<file path="src/rtl/grs_pkg.sv">
// Package for the enhanced-GRE receive sequencer.
// Holds field widths, header constants, status codes and the word types
// passed between front end, queue and back end. No dependencies.
package grs_pkg;

    localparam int TAG_W  = 4;
    localparam int LEN_W  = 11;
    localparam int WORD_W = 32;
    localparam int WIN_W  = 16;
    localparam int HDR_W  = 16;
    localparam int IDX_W  = 2;

    // Default largest frame; also sets the transmit limit
    localparam int MAX_FRAME_DEF = 1600;
    localparam int GRE_HDR       = 16;
    localparam int TX_HDR        = 24;

    // Queue between front end and back end
    localparam int QUEUE_DEPTH = 2;
    localparam int QPTR_W      = $clog2(QUEUE_DEPTH);
    localparam int QCNT_W      = $clog2(QUEUE_DEPTH + 1);

    // GRE header words
    localparam logic [HDR_W-1:0] FLAG_MASK = 16'hEF7F;
    localparam logic [HDR_W-1:0] FLAG_WANT = 16'h2001;
    localparam logic [HDR_W-1:0] PROTO_PPP = 16'h880B;
    localparam logic [HDR_W-1:0] FLAG_SEQ  = 16'h1000;
    localparam logic [HDR_W-1:0] FLAG_ACK  = 16'h0080;

    localparam logic [WIN_W-1:0] ACK_WINDOW_RST = 16'd16;

    typedef enum logic [IDX_W-1:0] {
        CFG_LOCAL_ADDR  = 2'd0,
        CFG_REMOTE_ADDR = 2'd1,
        CFG_ACK_WINDOW  = 2'd2
    } cfg_reg_t;

    typedef enum logic {
        OP_RX = 1'b0,
        OP_TX = 1'b1
    } opcode_t;

    typedef enum logic [3:0] {
        ST_DELIVER      = 4'd0,
        ST_DELIVER_HELD = 4'd1,
        ST_HELD         = 4'd2,
        ST_OLD          = 4'd3,
        ST_SHORT        = 4'd4,
        ST_FLAGS        = 4'd5,
        ST_LENGTH       = 4'd6,
        ST_NOSEQ        = 4'd7,
        ST_OVERSIZE     = 4'd8,
        ST_ADDRESS      = 4'd9,
        ST_PROTOCOL     = 4'd10,
        ST_HALTED       = 4'd11,
        ST_TX           = 4'd12
    } status_t;

    // Classified word from the front end. pre is the stateless verdict;
    // ST_DELIVER means the header passed and sequencing decides.
    typedef struct packed {
        status_t             pre;
        logic [TAG_W-1:0]    tag;
        logic [LEN_W-1:0]    len;
        logic                has_ack;
        logic                has_seq;
        logic [WORD_W-1:0]   seq;
        logic [WORD_W-1:0]   seq_m1;
        logic [WORD_W-1:0]   ack_word;
    } grs_item_t;

    // One result word, without the sequence snapshot
    typedef struct packed {
        status_t             status;
        logic [TAG_W-1:0]    tag;
        logic [LEN_W-1:0]    len;
        logic                last;
        logic                due;
    } grs_result_t;

    // Sequence counters reported with every result
    typedef struct packed {
        logic [WORD_W-1:0]   rx_seq;
        logic [WORD_W-1:0]   tx_seq;
        logic [WORD_W-1:0]   peer_ack;
    } grs_snap_t;

endpackage

</file>
<file path="src/rtl/grs_front.sv">
// Front end: classifies one header word against size, address, protocol,
// flag and length rules. Pure logic. Depends on grs_pkg.
module grs_front #(
    parameter int MAX_FRAME = grs_pkg::MAX_FRAME_DEF
) (
    input  logic                        opcode,
    input  logic [grs_pkg::TAG_W-1:0]   packet_tag,
    input  logic [grs_pkg::LEN_W-1:0]   frame_len,
    input  logic [grs_pkg::WORD_W-1:0]  src_addr,
    input  logic [grs_pkg::WORD_W-1:0]  dst_addr,
    input  logic [grs_pkg::HDR_W-1:0]   gre_flags,
    input  logic [grs_pkg::HDR_W-1:0]   gre_protocol,
    input  logic [grs_pkg::LEN_W-1:0]   payload_len,
    input  logic [grs_pkg::WORD_W-1:0]  word_a,
    input  logic [grs_pkg::WORD_W-1:0]  word_b,
    input  logic [grs_pkg::WORD_W-1:0]  local_addr,
    input  logic [grs_pkg::WORD_W-1:0]  remote_addr,
    output grs_pkg::grs_item_t          item
);
    import grs_pkg::*;

    localparam logic [LEN_W-1:0] RX_LIMIT = LEN_W'(MAX_FRAME);
    localparam logic [LEN_W-1:0] TX_LIMIT = LEN_W'(MAX_FRAME - TX_HDR);
    localparam logic [LEN_W-1:0] HDR_LEN  = LEN_W'(GRE_HDR);

    logic [LEN_W-1:0] room;

    assign room = frame_len - HDR_LEN;

    // Stateless verdict, first failing check wins
    always_comb
    begin
        item.tag      = packet_tag;
        item.has_ack  = (gre_flags & FLAG_ACK) != '0;
        item.has_seq  = (gre_flags & FLAG_SEQ) != '0;
        item.seq      = word_a;
        item.seq_m1   = word_a - WORD_W'(1);
        item.ack_word = item.has_seq ? word_b : word_a;
        if (opcode == OP_TX)
        begin
            item.len = frame_len;
            item.pre = (frame_len >= TX_LIMIT) ? ST_OVERSIZE : ST_TX;
        end
        else
        begin
            item.len = payload_len;
            if (frame_len >= RX_LIMIT)
                item.pre = ST_OVERSIZE;
            else if (frame_len < HDR_LEN)
                item.pre = ST_SHORT;
            else if (src_addr != remote_addr || dst_addr != local_addr)
                item.pre = ST_ADDRESS;
            else if (gre_protocol != PROTO_PPP)
                item.pre = ST_PROTOCOL;
            else if ((gre_flags & FLAG_MASK) != FLAG_WANT)
                item.pre = ST_FLAGS;
            else if (payload_len > room)
                item.pre = ST_LENGTH;
            else
                item.pre = ST_DELIVER;
        end
    end

endmodule

</file>
<file path="src/rtl/grs_queue.sv">
// Short queue of classified words between front end and back end.
// Depends on grs_pkg.
module grs_queue (
    input  logic                clk,
    input  logic                rst_n,
    input  logic                wr_en,
    input  grs_pkg::grs_item_t  wr_item,
    output logic                full,
    output logic                rd_valid,
    output grs_pkg::grs_item_t  rd_item,
    input  logic                pop
);
    import grs_pkg::*;

    grs_item_t           entries_reg [QUEUE_DEPTH];
    logic [QPTR_W-1:0]   wr_ptr_reg, wr_ptr_next;
    logic [QPTR_W-1:0]   rd_ptr_reg, rd_ptr_next;
    logic [QCNT_W-1:0]   count_reg, count_next;
    logic                push;

    assign push     = wr_en && !full;
    assign full     = count_reg == QCNT_W'(QUEUE_DEPTH);
    assign rd_valid = count_reg != '0;
    assign rd_item  = entries_reg[rd_ptr_reg];

    // Pointer and fill count update
    always_comb
    begin
        wr_ptr_next = wr_ptr_reg;
        rd_ptr_next = rd_ptr_reg;
        if (push)
            wr_ptr_next = (wr_ptr_reg == QPTR_W'(QUEUE_DEPTH - 1)) ? '0 : wr_ptr_reg + 1'b1;
        if (pop)
            rd_ptr_next = (rd_ptr_reg == QPTR_W'(QUEUE_DEPTH - 1)) ? '0 : rd_ptr_reg + 1'b1;
        count_next = count_reg + QCNT_W'(push) - QCNT_W'(pop);
    end

    always_ff @(posedge clk or negedge rst_n)
    begin
        if (!rst_n)
        begin
            wr_ptr_reg <= '0;
            rd_ptr_reg <= '0;
            count_reg  <= '0;
        end
        else
        begin
            wr_ptr_reg <= wr_ptr_next;
            rd_ptr_reg <= rd_ptr_next;
            count_reg  <= count_next;
        end
    end

    // Entry storage, no reset
    always_ff @(posedge clk)
    begin
        if (push)
            entries_reg[wr_ptr_reg] <= wr_item;
    end

endmodule

</file>
<file path="src/rtl/grs_back.sv">
// Back end: sequence state, hold slot, ack pacing and the output register
// with its second-result slot. Depends on grs_pkg.
module grs_back (
    input  logic                        clk,
    input  logic                        rst_n,
    input  logic                        q_valid,
    input  grs_pkg::grs_item_t          q_item,
    output logic                        pop,
    input  logic [grs_pkg::WIN_W-1:0]   ack_window,
    output logic                        out_valid,
    input  logic                        out_stall,
    output grs_pkg::grs_result_t        out_res,
    output grs_pkg::grs_snap_t          out_snap
);
    import grs_pkg::*;

    // Sequence state
    logic [WORD_W-1:0]  rx_seq_reg, rx_seq_next;
    logic [WORD_W-1:0]  acked_reg, acked_next;
    logic [WORD_W-1:0]  tx_seq_reg, tx_seq_next;
    logic [WORD_W-1:0]  peer_ack_reg, peer_ack_next;
    logic [WORD_W-1:0]  held_seq_reg, held_seq_next;
    logic [LEN_W-1:0]   held_len_reg, held_len_next;
    logic [TAG_W-1:0]   held_tag_reg, held_tag_next;
    logic               halted_reg, halted_next;

    // Output register and the pending second result
    logic               out_valid_reg, out_valid_next;
    grs_result_t        out_res_reg, out_res_next;
    grs_snap_t          out_snap_reg, out_snap_next;
    logic               pend_valid_reg, pend_valid_next;
    grs_result_t        pend_res_reg, pend_res_next;

    logic               load;
    logic               proc;
    logic [WORD_W-1:0]  seq_gap;
    logic [WORD_W-1:0]  unacked;
    logic               due;
    logic               release_held;

    assign load = !out_valid_reg || !out_stall;
    assign proc = load && !pend_valid_reg && q_valid;
    assign pop  = proc;

    // Two independent distances off the incoming sequence word
    assign seq_gap = q_item.seq - rx_seq_reg;
    assign unacked = q_item.seq - acked_reg;
    assign due     = !unacked[WORD_W-1]
                     && unacked > WORD_W'(ack_window >> 1);
    assign release_held = seq_gap != WORD_W'(1) && held_len_reg != '0
                          && held_seq_reg == q_item.seq_m1;

    // Sequencing decision
    always_comb
    begin
        rx_seq_next     = rx_seq_reg;
        acked_next      = acked_reg;
        tx_seq_next     = tx_seq_reg;
        peer_ack_next   = peer_ack_reg;
        held_seq_next   = held_seq_reg;
        held_len_next   = held_len_reg;
        held_tag_next   = held_tag_reg;
        halted_next     = halted_reg;
        out_valid_next  = out_valid_reg;
        out_res_next    = out_res_reg;
        out_snap_next   = out_snap_reg;
        pend_valid_next = pend_valid_reg;
        pend_res_next   = pend_res_reg;

        if (load)
        begin
            out_valid_next = pend_valid_reg || q_valid;
            out_res_next.status = q_item.pre;
            out_res_next.tag    = q_item.tag;
            out_res_next.len    = '0;
            out_res_next.last   = 1'b1;
            out_res_next.due    = 1'b0;

            if (pend_valid_reg)
            begin
                out_res_next    = pend_res_reg;
                pend_valid_next = 1'b0;
            end
            else if (q_valid)
            begin
                if (halted_reg)
                    out_res_next.status = ST_HALTED;
                else
                begin
                    case (q_item.pre)
                        ST_OVERSIZE, ST_ADDRESS, ST_PROTOCOL:
                            halted_next = 1'b1;
                        ST_TX:
                        begin
                            tx_seq_next      = tx_seq_reg + WORD_W'(1);
                            acked_next       = rx_seq_reg;
                            out_res_next.len = q_item.len;
                        end
                        ST_DELIVER:
                        begin
                            if (q_item.has_ack)
                                peer_ack_next = q_item.ack_word;
                            if (!q_item.has_seq)
                                out_res_next.status = ST_NOSEQ;
                            else if (seq_gap == '0 || seq_gap[WORD_W-1])
                                out_res_next.status = ST_OLD;
                            else if (seq_gap == WORD_W'(2))
                            begin
                                held_seq_next       = q_item.seq;
                                held_len_next       = q_item.len;
                                held_tag_next       = q_item.tag;
                                out_res_next.status = ST_HELD;
                            end
                            else
                            begin
                                rx_seq_next = q_item.seq;
                                if (due)
                                    acked_next = q_item.seq;
                                pend_res_next.status = ST_DELIVER;
                                pend_res_next.tag    = q_item.tag;
                                pend_res_next.len    = q_item.len;
                                pend_res_next.last   = 1'b1;
                                pend_res_next.due    = due;
                                if (release_held)
                                begin
                                    // held packet goes first, new one follows
                                    held_len_next        = '0;
                                    out_res_next.status  = ST_DELIVER_HELD;
                                    out_res_next.tag     = held_tag_reg;
                                    out_res_next.len     = held_len_reg;
                                    out_res_next.last    = 1'b0;
                                    pend_valid_next      = 1'b1;
                                end
                                else
                                    out_res_next = pend_res_next;
                            end
                        end
                        default:
                            ;
                    endcase
                end
            end
            out_snap_next.rx_seq   = rx_seq_next;
            out_snap_next.tx_seq   = tx_seq_next;
            out_snap_next.peer_ack = peer_ack_next;
        end
    end

    always_ff @(posedge clk or negedge rst_n)
    begin
        if (!rst_n)
        begin
            rx_seq_reg     <= '0;
            acked_reg      <= '0;
            tx_seq_reg     <= '0;
            peer_ack_reg   <= '0;
            held_seq_reg   <= '0;
            held_len_reg   <= '0;
            held_tag_reg   <= '0;
            halted_reg     <= 1'b0;
            out_valid_reg  <= 1'b0;
            pend_valid_reg <= 1'b0;
        end
        else
        begin
            rx_seq_reg     <= rx_seq_next;
            acked_reg      <= acked_next;
            tx_seq_reg     <= tx_seq_next;
            peer_ack_reg   <= peer_ack_next;
            held_seq_reg   <= held_seq_next;
            held_len_reg   <= held_len_next;
            held_tag_reg   <= held_tag_next;
            halted_reg     <= halted_next;
            out_valid_reg  <= out_valid_next;
            pend_valid_reg <= pend_valid_next;
        end
    end

    // Result payload, no reset
    always_ff @(posedge clk)
    begin
        out_res_reg  <= out_res_next;
        out_snap_reg <= out_snap_next;
        pend_res_reg <= pend_res_next;
    end

    assign out_valid = out_valid_reg;
    assign out_res   = out_res_reg;
    assign out_snap  = out_snap_reg;

endmodule

</file>
<file path="src/rtl/gre_rx_sequencer.sv">
// Enhanced-GRE receive sequencer, top level.
// Path: an accepted word is classified, queued, then sequenced into the output register.
// Throughput: one word per cycle while out_stall is low; a word that releases a held
// packet yields two results, from the single output register and its second-result slot.
// Reset clears all sequence state and the hold slot, ack_window returns to 16,
// addresses to zero; the block accepts words right after reset.
module gre_rx_sequencer #(
    parameter int MAX_FRAME = grs_pkg::MAX_FRAME_DEF
) (
    input  logic                        clk,
    input  logic                        rst_n,
    // input words
    input  logic                        in_valid,
    output logic                        in_stall,
    input  logic                        opcode,
    input  logic [grs_pkg::TAG_W-1:0]   packet_tag,
    input  logic [grs_pkg::LEN_W-1:0]   frame_len,
    input  logic [grs_pkg::WORD_W-1:0]  src_addr,
    input  logic [grs_pkg::WORD_W-1:0]  dst_addr,
    input  logic [grs_pkg::HDR_W-1:0]   gre_flags,
    input  logic [grs_pkg::HDR_W-1:0]   gre_protocol,
    input  logic [grs_pkg::LEN_W-1:0]   payload_len,
    input  logic [grs_pkg::WORD_W-1:0]  word_a,
    input  logic [grs_pkg::WORD_W-1:0]  word_b,
    // result words
    output logic                        out_valid,
    input  logic                        out_stall,
    output logic [3:0]                  status,
    output logic [grs_pkg::TAG_W-1:0]   out_tag,
    output logic [grs_pkg::LEN_W-1:0]   out_len,
    output logic                        last,
    output logic                        ack_due,
    output logic [grs_pkg::WORD_W-1:0]  ack_number,
    output logic [grs_pkg::WORD_W-1:0]  tx_sequence,
    output logic [grs_pkg::WORD_W-1:0]  peer_acked,
    // configuration writes
    input  logic                        cfg_valid,
    output logic                        cfg_ready,
    input  logic [grs_pkg::IDX_W-1:0]   cfg_index,
    input  logic [grs_pkg::WORD_W-1:0]  cfg_data
);
    import grs_pkg::*;

    logic [WORD_W-1:0]  local_addr_reg;
    logic [WORD_W-1:0]  remote_addr_reg;
    logic [WIN_W-1:0]   ack_window_reg;

    grs_item_t          front_item;
    grs_item_t          q_item;
    logic               q_full;
    logic               q_valid;
    logic               q_pop;
    grs_result_t        res;
    grs_snap_t          snap;

    // Configuration registers
    assign cfg_ready = 1'b1;

    always_ff @(posedge clk or negedge rst_n)
    begin
        if (!rst_n)
        begin
            local_addr_reg  <= '0;
            remote_addr_reg <= '0;
            ack_window_reg  <= ACK_WINDOW_RST;
        end
        else if (cfg_valid && cfg_ready)
        begin
            case (cfg_reg_t'(cfg_index))
                CFG_LOCAL_ADDR:  local_addr_reg  <= cfg_data;
                CFG_REMOTE_ADDR: remote_addr_reg <= cfg_data;
                CFG_ACK_WINDOW:  ack_window_reg  <= cfg_data[WIN_W-1:0];
                default:         ;
            endcase
        end
    end

    grs_front #(
        .MAX_FRAME (MAX_FRAME)
    ) u_front (
        .opcode       (opcode),
        .packet_tag   (packet_tag),
        .frame_len    (frame_len),
        .src_addr     (src_addr),
        .dst_addr     (dst_addr),
        .gre_flags    (gre_flags),
        .gre_protocol (gre_protocol),
        .payload_len  (payload_len),
        .word_a       (word_a),
        .word_b       (word_b),
        .local_addr   (local_addr_reg),
        .remote_addr  (remote_addr_reg),
        .item         (front_item)
    );

    assign in_stall = q_full;

    grs_queue u_queue (
        .clk      (clk),
        .rst_n    (rst_n),
        .wr_en    (in_valid),
        .wr_item  (front_item),
        .full     (q_full),
        .rd_valid (q_valid),
        .rd_item  (q_item),
        .pop      (q_pop)
    );

    grs_back u_back (
        .clk        (clk),
        .rst_n      (rst_n),
        .q_valid    (q_valid),
        .q_item     (q_item),
        .pop        (q_pop),
        .ack_window (ack_window_reg),
        .out_valid  (out_valid),
        .out_stall  (out_stall),
        .out_res    (res),
        .out_snap   (snap)
    );

    assign status      = res.status;
    assign out_tag     = res.tag;
    assign out_len     = res.len;
    assign last        = res.last;
    assign ack_due     = res.due;
    assign ack_number  = snap.rx_seq;
    assign tx_sequence = snap.tx_seq;
    assign peer_acked  = snap.peer_ack;

    // Only a released held packet is a non-final result
    a_last_only_held: assert property (@(posedge clk) disable iff (!rst_n)
        out_valid |-> (last || status == ST_DELIVER_HELD))
        else $error("non-final result with wrong status");

    // A released held packet is followed at once by its successor's delivery
    a_held_then_deliver: assert property (@(posedge clk) disable iff (!rst_n)
        (out_valid && !out_stall && status == ST_DELIVER_HELD)
        |=> (out_valid && status == ST_DELIVER && last))
        else $error("released held packet not followed by delivery");

    // Standalone ack is only flagged on a delivery
    a_due_on_deliver: assert property (@(posedge clk) disable iff (!rst_n)
        (out_valid && ack_due) |-> (status == ST_DELIVER && last))
        else $error("ack_due on a non-delivery result");

    // Once halted, the block stays halted
    a_halt_sticks: assert property (@(posedge clk) disable iff (!rst_n)
        (out_valid && !out_stall && status == ST_HALTED)
        |=> (!out_valid || status == ST_HALTED))
        else $error("result after halt is not halted");

endmodule

</file>
<file path="config.mk">
export PLATFORM = sky130hd
export DESIGN_NAME = gre_rx_sequencer
export DESIGN_NICKNAME = d
export VERILOG_FILES = /design/src/rtl/grs_pkg.sv /design/src/rtl/grs_front.sv /design/src/rtl/grs_queue.sv /design/src/rtl/grs_back.sv /design/src/rtl/gre_rx_sequencer.sv
export SDC_FILE = /design/constraint.sdc
export NUM_CORES = 1
export LEC_CHECK = 0
export BUFFER_PORTS_ARGS = -buffer_cell sky130_fd_sc_hd__buf_2
export CORE_MARGIN = 2
export CORE_UTILIZATION = 35
export DETAILED_ROUTE_END_ITERATION = 8
export PLACE_DENSITY = 0.57
export RECOVER_POWER = 100
export SLEW_MARGIN = 20
export SYNTH_ARGS = -nofsm -noshare
export SYNTH_HDL_FRONTEND = slang
export SYNTH_SLANG_ARGS = --single-unit
</file>
<file path="constraint.sdc">
create_clock -name clk -period 16.6 [get_ports clk]
set_input_delay 1.66 -clock clk [delete_from_list [all_inputs] [get_ports clk]]
set_output_delay 1.66 -clock clk [all_outputs]
set_load 0.02 [all_outputs]
</file>
==> flow_summary_export.csv <==
group,metric,value,unit
power_and_ir_drop,internal-power,3.92,mW
yosys,syn_nets,3006,
routing,firstDrtPassIters,5,
sta,relSlewSlack,-226,%
routing,drc,0,
job,maxCapViolCount,17,
routing,ant_nets,0,
critical_path,setup.worst_path.start_class,"flip-flop",
sta,fin_crit_sh,64.3,%
routing,wl_per_cell,20.3,um
critical_path,crit_required,16970,ps
yosys,synthTopCellsByArea,"edfxtp_1 (35%), dfrtp_1 (21%), mux2_2 (5.6%), xnor2_1 (4.3%), mux2i_1 (4.1%)",
critical_path,r2r-start,"u_queue.rd_ptr_reg",
clock_network,ctsHtreeMaxLevel,3,
grt,grt_pass1_vias,21700,
layout,syn_to_final_growth,15.7,%
power_and_ir_drop,switching_share,37.2,%
routing,finalWirelength,86300,um
sta,final.setup.worst_slack,5920,ps
run_status,failed_checks,"max-capacitance violations, max-slew violations",
yosys,syn_area_per_cell,11.8,um^2
grt,overflow,0,
critical_path,r2r_setup_slack,5920,ps
critical_path,critPathKind,"reg2reg",
critical_path,reg2reg_to,"u_back.held_seq_reg[14]",
clock_network,cts_buffers,73,
critical_path,cpMaxStageDelayCell,"clkbuf_1",
sta,setup_viol,0,
die,initial_core_util,35.2,%
grt,antenna_found_initial,2,
yosys,synth_ff_type,"edfxtp_1",
clock_network,clk_latency,630,ps
yosys,synth_edf_count,367,
yosys,synth.distinct_cells,91,
critical_path,crit_path_start,"u_queue.rd_ptr_reg",
worst_hold_path,hp-start,"u_back.tx_seq_reg[31]",
sta,holdWs,496,ps
power_and_ir_drop,powerDensity,170,mW/mm^2
sta,period_needed,10680,ps
layout,final_cell_mix,"edfxtp_1 (367), dfrtp_1 (260), nand2_1 (230)",
sta,worst_pin_slew,4890,ps
layout,final_layout_size_suffix_gt1_share,14.8,%
die,die_area,0.0929,mm^2
sta,fmax,93.7,MHz
die,row_count,110,
clock_network,clock-sinks,628,
sta,hold_viol,0,
yosys,async_flop_share,41.6,%
routing,via_count,21800,
worst_hold_path,whs_endpoint,"u_back.tx_seq_reg[31]",
yosys,synth.cell_area,0.0317,mm^2
die,die_w,305,um
layout,fill_cells,8657,
clock_network,cts_buffer_depth,3,
clock_network,cts_tree,"yes",
worst_hold_path,holdPathStages,1,
yosys,synth_top_area_share,34.8,%
layout,largest_reg_flops,234,
sta,skew,31.6,ps
grt,grt_use_total,18.4,%
die,io_pins,346,
power_and_ir_drop,p_leak,14.8,nW
clock_network,clk_pin_slew_worst_paths,60,ps
grt,grt_max_degree,131,
clock_network,cts_hold_buf,0,
layout,final_common_cell,"edfxtp_1",
placed_design,gp_congestion,0.916,
yosys,seq_area_frac_synth,55.5,%
sta,setup_tns,0,ps
clock_network,cts_root_buffer,"clkbuf_16",
critical_path,path_buf_inv,3,
placed_design,pre_cts_slack,9260,ps
power_and_ir_drop,p_seq_share,35.4,%
sta,rsz0062_at_grt,"no",
run_status,outcome,"complete, but fails checks",
placed_design,portBuffers,344,
power_and_ir_drop,p_comb_share,38.4,%
worst_hold_path,hp-class,"reg2reg",
clock_network,post_cts_buffers,0,
die,coreArea,0.0899,mm^2
power_and_ir_drop,p_clk_share,26.1,%
yosys,yosys_warnings,0,
yosys,syn_inst,2682,
critical_path,path_cells,"clkbuf_1, mux2i_1, inv_1, ha_1, a21oi_1, o21a_1, o221ai_1, nor2b_1, o21ai_0, a211oi_1, a21o_1, or2_0, or3_1, or3_2, clkbuf_1, o21ai_0",
critical_path,rr_worst_depth,16,
placed_design,dp.final_hpwl,62000,um
power_and_ir_drop,p_sw,2.32,mW
yosys,ys_ff_latch,628,
sta,report.final.slew_viol_count,904,
critical_path,cp_top_family,"buffers and inverters",
grt,grt_pass1_wl,132000,um
critical_path,max_stage_delay,2290,ps
yosys,synth_top_cell_by_area,"edfxtp_1",
power_and_ir_drop,peakVddDrop,0.0790,mV
layout,nets,3331,
clock_network,ctsResizeCount,0,
critical_path,cp-end-kind,"flip-flop",
routing,vias_per_cell,5.14,
die,die_h,305,um
critical_path,crit_fanout,68,
critical_path,timing.critical_path.arrival,11040,ps
routing,drt_iter0_drc,1397,
==> per-stage QoR <==
stage | power (mW) | area [um^2] | instances | utilization [%]
2_1_floorplan | 3.90 | 31700 | 2682 | -
3_3_place_gp | 4.63 | 34500 | 4108 | 38.4
3_5_place_dp | 4.62 | 34500 | 4108 | 38.4
4_1_cts | 6.29 | 37000 | 4244 | 41.2
5_1_grt | 6.63 | 36600 | 4245 | 40.7
6_report | 6.24 | 36600 | 4245 | 40.7
==> synth_stat cells (7+ instances only) <==
cell type and count:
nand3b_1 8, or2_2 7, a221o_1 32, nand4_1 49, a211o_1 7, ha_1 96
nor2b_1 15, a21o_1 21, buf_2 18, o21ai_2 12, buf_1 15, nor2_1 138
mux2i_1 130, xnor2_1 155, o21ai_1 30, and3_1 41, a31oi_1 9, or3_1 11
a211oi_1 11, or4_1 7, o21a_1 19, nand3_1 42, nor3b_1 7, nand2b_1 18
o221ai_1 11, nor4_1 32, nor4b_1 9, buf_6 13, edfxtp_1 367, mux2_2 158
nor3_1 40, xor2_1 78, clkbuf_1 66, inv_1 166, dfrtp_1 260, o211ai_1 9
a21oi_1 112, nand2_1 230, o22ai_1 7, o21ai_0 110
==> area by class of cell <==
class / instances / area (um^2) / share of cell area [%]
repair buffers: 367 / 1640 / 4.48
diodes: 1 / 2.50 / 0.00683
inverters: 167 / 628 / 1.72
clock inverters: 22 / 236 / 0.646
flip-flops and latches: 628 / 17600 / 47.9
multi-input cells: 1770 / 12800 / 35.1
well taps: 1176 / 1470 / 4.02
clock buffers: 114 / 2240 / 6.11
==> metal layers <==
metal,global-route usage [%],vias up,wire length (um),share of wire [%]
met5,0,-,12,0.014
met4,5.38,2,2090,2.4
met3,2.71,123,3760,4.4
met2,30.6,504,41700,48
met1,24.8,10800,38800,45
li1,-,10400,-,-
==> cell families (layout without fill, tap and decap cells) <==
family	count (synthesis)	after routing	share of synthesized area (%)
DFF	628	628	55.5
and+or+nand+nor	686	686	10.9
muxes	292	292	9.92
other	1	2	0.0118
xor gates and xnor gates	233	233	6.45
AOI/OAI and AO/OA	460	460	9.59
buffers and inverters	284	670	3.80
adders and majority gates	98	98	3.92
==> power groups by stage <==
stage / sequential, mW / clock, mW / combinational, mW
floorplan: 2.26 / 0 / 1.64
global placement: 2.21 / 0 / 2.41
detailed placement: 2.22 / 0 / 2.40
CTS: 2.19 / 1.68 / 2.42
global route: 2.25 / 1.74 / 2.64
finish: 2.21 / 1.63 / 2.40
==> worst max-delay path by stage <==
stage / to / slack (ps) / depth (start not counted)
after global routing: u_back.held_seq_reg[6] / 4790 / 16
final: u_back.held_seq_reg[14] / 5920 / 16
after global placement: u_back.acked_reg[10] / 9370 / 21
after detailed placement: u_back.acked_reg[12] / 9260 / 21
after CTS: u_back.acked_reg[12] / 9220 / 21
after floorplan: u_queue.entries_reg[0][0] / 9390 / 2
Power figures use the tool's default switching activity.
